File: src/hw/rtl/fpba_pkg.sv
// Shared constants, codes and controller/datapath bundles for the fit-policy allocator.
// Used by fpba_ctrl, fpba_dpath and fit_policy_block_allocator; no dependencies.
`default_nettype none

package fpba_pkg;

    // Table geometry
    localparam int NUM_BLOCKS = 16;
    localparam int SIZE_BITS  = 16;
    localparam int IDX_BITS   = (NUM_BLOCKS > 1) ? $clog2(NUM_BLOCKS) : 1;
    localparam int CNT_BITS   = IDX_BITS + 1;

    // Fixed field widths
    localparam int KIND_BITS   = 1;
    localparam int BLK_BITS    = 4;
    localparam int AMT_BITS    = 16;
    localparam int POLICY_BITS = 2;
    localparam int COUNT_BITS  = 5;

    // Compare width covers both the stored size and the requested amount
    localparam int CMP_BITS = (SIZE_BITS > AMT_BITS) ? SIZE_BITS : AMT_BITS;
    localparam logic [CMP_BITS-1:0] SIZE_MAX =
        CMP_BITS'((64'd1 << SIZE_BITS) - 64'd1);

    // APB register map
    localparam int ADDR_BITS  = 3;
    localparam int DATA_BITS  = 32;
    localparam logic REG_FIT_POLICY    = 1'b0;
    localparam logic REG_BLOCKS_IN_USE = 1'b1;
    localparam logic [POLICY_BITS-1:0] FIT_POLICY_RST    = 2'd0;
    localparam logic [COUNT_BITS-1:0]  BLOCKS_IN_USE_RST = 5'd16;

    // Item kinds
    localparam logic [KIND_BITS-1:0] KIND_LOAD    = 1'b0;
    localparam logic [KIND_BITS-1:0] KIND_REQUEST = 1'b1;

    // Policy codes; any other code behaves as first fit
    localparam logic [POLICY_BITS-1:0] POL_FIRST = 2'd0;
    localparam logic [POLICY_BITS-1:0] POL_BEST  = 2'd1;
    localparam logic [POLICY_BITS-1:0] POL_WORST = 2'd2;

    // Controller to datapath
    typedef struct packed {
        logic accept;      // capture the incoming request
        logic load_wr;     // write a block's free size
        logic issue;       // read the next table entry
        logic write_back;  // store the reduced size of the chosen block
        logic post;        // load the result register
    } fpba_cmd_t;

    // Datapath to controller
    typedef struct packed {
        logic scan_last;   // entry being issued is the last one scanned
        logic lim_zero;    // no block is scanned
        logic out_free;    // result register can take a new result
    } fpba_sts_t;

endpackage

`default_nettype wire

File: src/hw/rtl/fpba_ram.sv
// Generic single-port-write, single-port-read RAM with registered read data.
// No dependencies.
`default_nettype none

module fpba_ram #(
    parameter int WIDTH = 16,
    parameter int DEPTH = 16
) (
    input  wire logic                             clk,
    input  wire logic                             we,
    input  wire logic [$clog2(DEPTH)-1:0]         waddr,
    input  wire logic [WIDTH-1:0]                 wdata,
    input  wire logic                             re,
    input  wire logic [$clog2(DEPTH)-1:0]         raddr,
    output logic      [WIDTH-1:0]                 rdata
);

    logic [WIDTH-1:0] mem [DEPTH];

    // Write port and registered read port
    always_ff @(posedge clk) begin
        if (we) begin
            mem[waddr] <= wdata;
        end
        if (re) begin
            rdata <= mem[raddr];
        end
    end

endmodule

`default_nettype wire

File: src/hw/rtl/fpba_ctrl.sv
// Sequencing controller for the allocator: accept, scan, drain, finish, hold.
// Depends on fpba_pkg.
`default_nettype none

module fpba_ctrl (
    input  wire logic                          aclk,
    input  wire logic                          aresetn,
    input  wire logic                          s_valid,
    output logic                               s_ready,
    input  wire logic [fpba_pkg::KIND_BITS-1:0] s_kind,
    input  wire fpba_pkg::fpba_sts_t           sts,
    output fpba_pkg::fpba_cmd_t                cmd
);
    import fpba_pkg::*;

    typedef enum logic [2:0] {
        ST_IDLE,
        ST_SCAN,
        ST_DRAIN,
        ST_FINISH,
        ST_HOLD
    } state_t;

    state_t state_reg, state_next;
    logic   accept;

    assign s_ready = (state_reg == ST_IDLE);
    assign accept  = s_valid && s_ready;

    // Decode commands and next state
    always_comb begin
        cmd            = '0;
        state_next     = state_reg;
        cmd.accept     = accept;
        case (state_reg)
            ST_IDLE: begin
                if (accept) begin
                    if (s_kind == KIND_LOAD) begin
                        cmd.load_wr = 1'b1;
                    end else if (sts.lim_zero) begin
                        state_next = ST_FINISH;
                    end else begin
                        state_next = ST_SCAN;
                    end
                end
            end
            ST_SCAN: begin
                cmd.issue = 1'b1;
                if (sts.scan_last) begin
                    state_next = ST_DRAIN;
                end
            end
            ST_DRAIN: begin
                state_next = ST_FINISH;
            end
            ST_FINISH: begin
                cmd.write_back = 1'b1;
                if (sts.out_free) begin
                    cmd.post   = 1'b1;
                    state_next = ST_IDLE;
                end else begin
                    state_next = ST_HOLD;
                end
            end
            ST_HOLD: begin
                if (sts.out_free) begin
                    cmd.post   = 1'b1;
                    state_next = ST_IDLE;
                end
            end
            default: begin
                state_next = ST_IDLE;
            end
        endcase
    end

    // Hold state
    always_ff @(posedge aclk) begin
        if (!aresetn) begin
            state_reg <= ST_IDLE;
        end else begin
            state_reg <= state_next;
        end
    end

    // A result is only posted into a free result register
    a_post_free: assert property (@(posedge aclk) disable iff (!aresetn)
        cmd.post |-> sts.out_free)
        else $error("result posted while result register busy");

    // A load never produces a result on the following cycle
    a_load_silent: assert property (@(posedge aclk) disable iff (!aresetn)
        cmd.load_wr |=> !cmd.post)
        else $error("load produced a result");

    // Scanning never continues past the last entry
    a_scan_stop: assert property (@(posedge aclk) disable iff (!aresetn)
        (cmd.issue && sts.scan_last) |=> !cmd.issue)
        else $error("scan ran past its last entry");

endmodule

`default_nettype wire

File: src/hw/rtl/fpba_dpath.sv
// Datapath for the allocator: free-space table, scan compare, best-pick registers, result register.
// Depends on fpba_pkg and fpba_ram.
`default_nettype none

module fpba_dpath (
    input  wire logic                              aclk,
    input  wire logic                              aresetn,
    input  wire fpba_pkg::fpba_cmd_t               cmd,
    output fpba_pkg::fpba_sts_t                    sts,
    input  wire logic [fpba_pkg::BLK_BITS-1:0]     s_block_number,
    input  wire logic [fpba_pkg::AMT_BITS-1:0]     s_amount,
    input  wire logic [fpba_pkg::POLICY_BITS-1:0]  fit_policy,
    input  wire logic [fpba_pkg::COUNT_BITS-1:0]   blocks_in_use,
    input  wire logic                              m_ready,
    output logic                                   m_valid,
    output logic                                   m_granted,
    output logic      [fpba_pkg::BLK_BITS-1:0]     m_chosen_block,
    output logic      [fpba_pkg::AMT_BITS-1:0]     m_space_left
);
    import fpba_pkg::*;

    // Request and scan state
    logic [AMT_BITS-1:0]   amt_reg;
    logic [IDX_BITS-1:0]   idx_reg;
    logic [IDX_BITS-1:0]   cmp_idx_reg;
    logic                  cmp_vld_reg;
    logic                  rd_vld_reg;
    logic                  found_reg;
    logic [IDX_BITS-1:0]   best_idx_reg;
    logic [SIZE_BITS-1:0]  best_val_reg;
    logic [NUM_BLOCKS-1:0] vld_reg;

    // Result register
    logic                  m_valid_reg;
    logic                  m_granted_reg;
    logic [BLK_BITS-1:0]   m_chosen_block_reg;
    logic [AMT_BITS-1:0]   m_space_left_reg;

    logic [CNT_BITS-1:0]   lim;
    logic                  ld_in_range;
    logic [CMP_BITS-1:0]   ld_amt;
    logic [SIZE_BITS-1:0]  ld_val;
    logic [SIZE_BITS-1:0]  rd_data;
    logic [SIZE_BITS-1:0]  have;
    logic                  fits;
    logic                  take;
    logic [CMP_BITS-1:0]   left_wide;
    logic                  ram_we;
    logic [IDX_BITS-1:0]   ram_waddr;
    logic [SIZE_BITS-1:0]  ram_wdata;

    // Clamp the scan count to the table depth
    assign lim = (32'(blocks_in_use) > NUM_BLOCKS) ? CNT_BITS'(NUM_BLOCKS)
                                                   : CNT_BITS'(blocks_in_use);

    assign sts.scan_last = ((CNT_BITS'(idx_reg) + CNT_BITS'(1)) == lim);
    assign sts.lim_zero  = (lim == '0);
    assign sts.out_free  = !m_valid_reg || m_ready;

    // Saturate and range-check a load
    assign ld_in_range = (32'(s_block_number) < NUM_BLOCKS);
    assign ld_amt      = CMP_BITS'(s_amount);
    assign ld_val      = (ld_amt > SIZE_MAX) ? SIZE_BITS'(SIZE_MAX) : SIZE_BITS'(ld_amt);

    // Entries never written read as zero
    assign have = rd_vld_reg ? rd_data : '0;
    assign fits = (CMP_BITS'(have) >= CMP_BITS'(amt_reg));

    // Policy pick; ties keep the lower index
    always_comb begin
        take = 1'b0;
        if (cmp_vld_reg && fits) begin
            if (!found_reg) begin
                take = 1'b1;
            end else if (fit_policy == POL_BEST) begin
                take = (have < best_val_reg);
            end else if (fit_policy == POL_WORST) begin
                take = (have > best_val_reg);
            end
        end
    end

    assign left_wide = CMP_BITS'(best_val_reg) - CMP_BITS'(amt_reg);

    // Table write: load or write-back of the chosen block
    assign ram_we    = (cmd.load_wr && ld_in_range) || (cmd.write_back && found_reg);
    assign ram_waddr = cmd.load_wr ? IDX_BITS'(s_block_number) : best_idx_reg;
    assign ram_wdata = cmd.load_wr ? ld_val : SIZE_BITS'(left_wide);

    fpba_ram #(
        .WIDTH (SIZE_BITS),
        .DEPTH (NUM_BLOCKS)
    ) u_table (
        .clk   (aclk),
        .we    (ram_we),
        .waddr (ram_waddr),
        .wdata (ram_wdata),
        .re    (cmd.issue),
        .raddr (idx_reg),
        .rdata (rd_data)
    );

    // Valid bits: cleared at reset, set on first write
    always_ff @(posedge aclk) begin
        if (!aresetn) begin
            vld_reg <= '0;
        end else if (ram_we) begin
            vld_reg[ram_waddr] <= 1'b1;
        end
    end

    // Scan control: issue index, read pipeline, best pick
    always_ff @(posedge aclk) begin
        if (!aresetn) begin
            idx_reg     <= '0;
            cmp_vld_reg <= 1'b0;
            found_reg   <= 1'b0;
        end else begin
            cmp_vld_reg <= cmd.issue;
            if (cmd.accept) begin
                idx_reg   <= '0;
                found_reg <= 1'b0;
            end else begin
                if (cmd.issue) begin
                    idx_reg <= idx_reg + IDX_BITS'(1);
                end
                if (take) begin
                    found_reg <= 1'b1;
                end
            end
        end
    end

    // Payload registers of the scan
    always_ff @(posedge aclk) begin
        if (cmd.accept) begin
            amt_reg <= s_amount;
        end
        if (cmd.issue) begin
            cmp_idx_reg <= idx_reg;
            rd_vld_reg  <= vld_reg[idx_reg];
        end
        if (take) begin
            best_idx_reg <= cmp_idx_reg;
            best_val_reg <= have;
        end
    end

    // Result register: post, or drop once taken
    always_ff @(posedge aclk) begin
        if (!aresetn) begin
            m_valid_reg <= 1'b0;
        end else if (cmd.post) begin
            m_valid_reg <= 1'b1;
        end else if (m_ready) begin
            m_valid_reg <= 1'b0;
        end
    end

    always_ff @(posedge aclk) begin
        if (cmd.post) begin
            m_granted_reg      <= found_reg;
            m_chosen_block_reg <= found_reg ? BLK_BITS'(best_idx_reg) : '0;
            m_space_left_reg   <= found_reg ? AMT_BITS'(left_wide) : '0;
        end
    end

    assign m_valid        = m_valid_reg;
    assign m_granted      = m_granted_reg;
    assign m_chosen_block = m_chosen_block_reg;
    assign m_space_left   = m_space_left_reg;

    // The held pick always covers the request
    a_best_fits: assert property (@(posedge aclk) disable iff (!aresetn)
        (found_reg && !cmd.accept && !$past(cmd.accept)) |->
            (CMP_BITS'(best_val_reg) >= CMP_BITS'(amt_reg)))
        else $error("chosen block smaller than request");

    // Reads stay inside the scanned range
    a_scan_range: assert property (@(posedge aclk) disable iff (!aresetn)
        cmd.issue |-> (CNT_BITS'(idx_reg) < lim))
        else $error("scan index beyond scan count");

    // A refused request reports zero block and zero space
    a_refuse_zero: assert property (@(posedge aclk) disable iff (!aresetn)
        $past(cmd.post) && !m_granted_reg |->
            (m_chosen_block_reg == '0) && (m_space_left_reg == '0))
        else $error("refusal with non-zero payload");

endmodule

`default_nettype wire

File: src/hw/rtl/fit_policy_block_allocator.sv
// Top level of the fit-policy block allocator: APB register file, controller and datapath.
// Depends on fpba_pkg, fpba_ctrl, fpba_dpath (and through it fpba_ram).
//
//  port group | direction | carries
//  -----------+-----------+-----------------------------------------------
//  s_*        | in        | load or allocation request (kind, block, amount)
//  m_*        | out       | allocation result (granted, block, space left)
//  APB        | in/out    | fit_policy at 0x0, blocks_in_use at 0x4
//
// A load is written into the table at acceptance.
// A request scans the first N blocks, N being the scan count, and the block takes no
// new request until that request's result is posted.
// A request with a scan count of zero skips the scan and presents a refusal.
// Reset clears the table (through per-entry valid bits) and the result valid flag and
// resets fit_policy to first fit and blocks_in_use to 16. A stalled result holds the
// block until it is taken; the next request is accepted once the block returns to idle.
`default_nettype none

module fit_policy_block_allocator (
    input  wire logic                             aclk,
    input  wire logic                             aresetn,
    // Request channel
    input  wire logic                             s_valid,
    output logic                                  s_ready,
    input  wire logic [fpba_pkg::KIND_BITS-1:0]   s_kind,
    input  wire logic [fpba_pkg::BLK_BITS-1:0]    s_block_number,
    input  wire logic [fpba_pkg::AMT_BITS-1:0]    s_amount,
    // Result channel
    output logic                                  m_valid,
    input  wire logic                             m_ready,
    output logic                                  m_granted,
    output logic      [fpba_pkg::BLK_BITS-1:0]    m_chosen_block,
    output logic      [fpba_pkg::AMT_BITS-1:0]    m_space_left,
    // Configuration port
    input  wire logic                             psel,
    input  wire logic                             penable,
    input  wire logic                             pwrite,
    input  wire logic [fpba_pkg::ADDR_BITS-1:0]   paddr,
    input  wire logic [fpba_pkg::DATA_BITS-1:0]   pwdata,
    output logic      [fpba_pkg::DATA_BITS-1:0]   prdata,
    output logic                                  pready
);
    import fpba_pkg::*;

    logic [POLICY_BITS-1:0] fit_policy_reg;
    logic [COUNT_BITS-1:0]  blocks_in_use_reg;
    logic                   reg_sel;
    logic                   cfg_wr;
    fpba_cmd_t              cmd;
    fpba_sts_t              sts;

    assign pready  = 1'b1;
    assign reg_sel = paddr[2];
    assign cfg_wr  = psel && penable && pwrite && pready;

    // Register writes
    always_ff @(posedge aclk) begin
        if (!aresetn) begin
            fit_policy_reg    <= FIT_POLICY_RST;
            blocks_in_use_reg <= BLOCKS_IN_USE_RST;
        end else if (cfg_wr) begin
            case (reg_sel)
                REG_FIT_POLICY:    fit_policy_reg    <= pwdata[POLICY_BITS-1:0];
                REG_BLOCKS_IN_USE: blocks_in_use_reg <= pwdata[COUNT_BITS-1:0];
                default: begin
                end
            endcase
        end
    end

    // Register reads
    always_comb begin
        case (reg_sel)
            REG_FIT_POLICY:    prdata = DATA_BITS'(fit_policy_reg);
            REG_BLOCKS_IN_USE: prdata = DATA_BITS'(blocks_in_use_reg);
            default:           prdata = '0;
        endcase
    end

    fpba_ctrl u_ctrl (
        .aclk    (aclk),
        .aresetn (aresetn),
        .s_valid (s_valid),
        .s_ready (s_ready),
        .s_kind  (s_kind),
        .sts     (sts),
        .cmd     (cmd)
    );

    fpba_dpath u_dpath (
        .aclk           (aclk),
        .aresetn        (aresetn),
        .cmd            (cmd),
        .sts            (sts),
        .s_block_number (s_block_number),
        .s_amount       (s_amount),
        .fit_policy     (fit_policy_reg),
        .blocks_in_use  (blocks_in_use_reg),
        .m_ready        (m_ready),
        .m_valid        (m_valid),
        .m_granted      (m_granted),
        .m_chosen_block (m_chosen_block),
        .m_space_left   (m_space_left)
    );

endmodule

`default_nettype wire

File: config.mk
export PLATFORM = sky130hd
export DESIGN_NAME = fit_policy_block_allocator
export DESIGN_NICKNAME = d
export VERILOG_FILES = /design/src/hw/rtl/fpba_pkg.sv /design/src/hw/rtl/fpba_ram.sv /design/src/hw/rtl/fpba_ctrl.sv /design/src/hw/rtl/fpba_dpath.sv /design/src/hw/rtl/fit_policy_block_allocator.sv
export SDC_FILE = /design/constraint.sdc
export NUM_CORES = 1
export LEC_CHECK = 0
export BUFFER_PORTS_ARGS = -buffer_cell sky130_fd_sc_hd__buf_2
export CORE_AREA = 3 3 182 184
export DETAILED_ROUTE_END_ITERATION = 8
export DIE_AREA = 0 0 185 187
export PLACE_DENSITY = 0.67
export SYNTH_ARGS = -nofsm -noshare
export SYNTH_HDL_FRONTEND = slang
export SYNTH_SLANG_ARGS = --single-unit
File: constraint.sdc
create_clock -name aclk -period 6.9 [get_ports aclk]
set_clock_uncertainty 0.2 [all_clocks]
set_input_delay 0.69 -clock aclk [delete_from_list [all_inputs] [get_ports aclk]]
set_output_delay 0.69 -clock aclk [all_outputs]
set_load 0.03 [all_outputs]
==> flow_summary.yaml <==
run_status:
  outcome: "complete, no violations"
cts:
  ctsResizeCount: 0
  cts_tree: "done"
  cts-buffers-inserted: 39
  postCtsSetupBuffers: 0
  path_clk_slew_ns: 0.06
  cts_sinks: 367
  htreeDepth: 2
  holdBufCountCts: 0
  clkLatencyLatePin_ns: 0.52
  cts.path.max_buffers: 3
  clockRootBuffer: "clkbuf_16"
grt:
  overflow: 0
  grt_pass1_vias: 8249
  antenna_found_initial: 0
  track_usage: 0.192
  grt_pass1_wl_um: 50100
  grt_max_degree: 56
yosys:
  synth_cells: 920
  synth_edf_count: 334
  ys_async_sr_fraction: 0
  yosys_register_bits: 367
  synth_area_mm2: 0.0157
  avgSynthCellArea_um2: 17.0
  yosysTopAreaCellShare: 0.640
  synth_seq_area_share: 0.682
  synth_top_area_cell: "edfxtp_1"
  yosys_warnings: 0
  yosys.cell_types.count: 58
  ys.flop_type: "edfxtp_1"
  synthTopCellsByArea: "edfxtp_1 (64%), mux4_2 (12%), dfxtp_1 (4.2%)"
sta:
  fin_crit_sh: 0.513
  setup_viol: 0
  fin_tns_setup_ns: 0
  final_max_slew_viol_count: 0
  final_hold_viol_count: 0
  worst_slew_pin_slew_ns: 1.31
  rsz0062_at_grt: "false"
  max_slew_margin: 0.127
  max_freq_mhz: 282
  period_minus_slack_ns: 3.54
floorplan:
  pin_count: 119
  die_area_mm2: 0.0346
  die_x_um: 185
  core_mm2: 0.0316
  die_y_um: 187
  initial_core_util: 0.496
  row_count: 65
pwr:
  p_sw_frac: 0.218
  power.density_mw_per_mm2: 283
  clockPowerShare: 0.421
  internal_power_mw: 3.94
  power_mw: 5.04
  p_switching_mw: 1.10
  peakVddDrop_mv: 0.139
  power_frac_comb: 0.073
  p_leak_nw: 6.20
  pwr-share-seq: 0.506
place:
  hpwl_um: 20200
  globalplace.congestion: 0.829
  portBuffers: 61
cells_and_area:
  final_cell_mix: "edfxtp_1 (334), mux4_2 (85), buf_2 (61), ha_1 (45), inv_1 (41)"
  largest_reg_flops: 256
  area_growth_pct: 13.7
  top_register: "u_dpath.u_table.mem"
  nets: 1126
  antenna_cells: 0
  layout-drive-gt1-share: 0.252
  n_fill_cell: 2405
  mostFrequentLayoutCell: "edfxtp_1"
critical_path:
  slowest_delay_ns: 0.63
  end_kind: "flop"
  crit_type: "flop to flop"
  critPathMaxFanout: 19
  arrival_ns: 3.55
  cp_data_required_time_ns: 6.90
  path_delay_family: "simple AND/OR/NAND/NOR gates"
  start_kind: "flop"
  cp.buffers_inverters: 1
  crit_slowest_cell: "edfxtp_1"
  crit_chain: "and2_1 -> ha_1 -> nand4_1 -> nor3_1 -> nand2_1 -> a21oi_1 -> o41ai_1 -> nor3_2 -> buf_4"
drt:
  vias: 8320
  route.detailed.drc: 0
  first_pass_iters: 5
  routed_wl_um: 32700
  routedWlPerCell_um: 22.6
  via_per_inst: 5.75
  ant_nets: 0
  drtIter0Drc: 643
job:
  maxCapViolCount: 0
worst_hold_path:
  hold_path.class: "primary input to flop"
-- synthesized netlist by cell type (all sizes together) (5+ instances only) --
master / number
mux4: 85
inv: 41
and2: 33
nand2: 40
nand4: 5
ha: 45
o21a: 24
clkbuf: 18
edfxtp: 334
a31oi: 10
nor3: 16
and3: 8
xor2: 7
a21oi: 26
mux2: 6
o21ai: 17
nor2b: 13
mux2i: 8
a21o: 6
nor3b: 8
xnor2: 10
nand3: 7
dfxtp: 33
o211ai: 6
nor2: 35
buf: 42
-- path summary, 6_finish.rpt --
| kind | from | end | slack (ns) | depth (start not counted) |
|---|---|---|---|---|
| worst max-delay path | u_dpath.rd_vld_reg | u_dpath.best_val_reg[7] | 3.36 | 9 |
| worst min-delay path | s_amount[5] | u_dpath.amt_reg[5] | 0.17 | 1 |
| worst max register to register | u_dpath.rd_vld_reg | u_dpath.best_val_reg[7] | 3.36 | 9 |
| worst min register to register | u_dpath.cmp_idx_reg[1] | u_dpath.best_idx_reg[1] | 0.22 | 0 |
-- per-stage QoR --
step           std cells  instance area, um^2  setup WS [ns]  hold WS, ns   util
2_1_floorplan        946                15800           2.96        0.200      -
3_3_place_gp        1378                16500           3.33        0.200  0.523
3_5_place_dp        1378                16500           3.32        0.206  0.523
4_1_cts             1448                17800           3.31        0.144  0.564
5_1_grt             1448                17800           3.10        0.159  0.564
6_report            1448                17800           3.36        0.167  0.564
-- worst reg2reg max path: stages (launching register included) --
cell and delay [ns]:
edfxtp_1 0.63, and2_1 0.29, ha_1 0.31, nand4_1 0.20
nor3_1 0.30, nand2_1 0.09, a21oi_1 0.25, o41ai_1 0.17
nor3_2 0.43, buf_4 0.35
-- cells by family after synthesis --
kind of cell / synth area share
simple gates: 0.0605
compound gates: 0.0457
mux: 0.132
fa+ha+maj: 0.0379
xor+xnor: 0.00950
buf+inv: 0.0320
other cells: 0.000479
flops: 0.682
-- area by class of cell --
| cell class | count | area, um^2 | share of cell area |
|---|---|---|---|
| sequential | 367 | 10700 | 0.601 |
| multi-input combinational | 478 | 4630 | 0.260 |
| clock buffer | 47 | 1030 | 0.0577 |
| timing repair buffer | 90 | 523 | 0.0294 |
| tap | 402 | 503 | 0.0282 |
| clock inverter | 23 | 278 | 0.0156 |
| inverter | 41 | 154 | 0.00864 |
-- per-layer routing --
metal	vias up	global-route usage	part of all wire
met1	4248	0.269	0.43
met3	55	0.0356	0.061
met2	267	0.313	0.49
li1	3750	-	-
met5	-	0	0
met4	0	0.0485	0.022
-- power groups by stage --
stage	clock, mW	sequential (mW)	combinational [mW]
final	2.12	2.55	0.368
after global routing	2.26	2.56	0.404
after CTS	2.16	2.55	0.368
after detailed placement	0	2.60	0.367
after global placement	0	2.60	0.358
after floorplan	0	2.58	0.272
(Power assumes the default switching activity.)
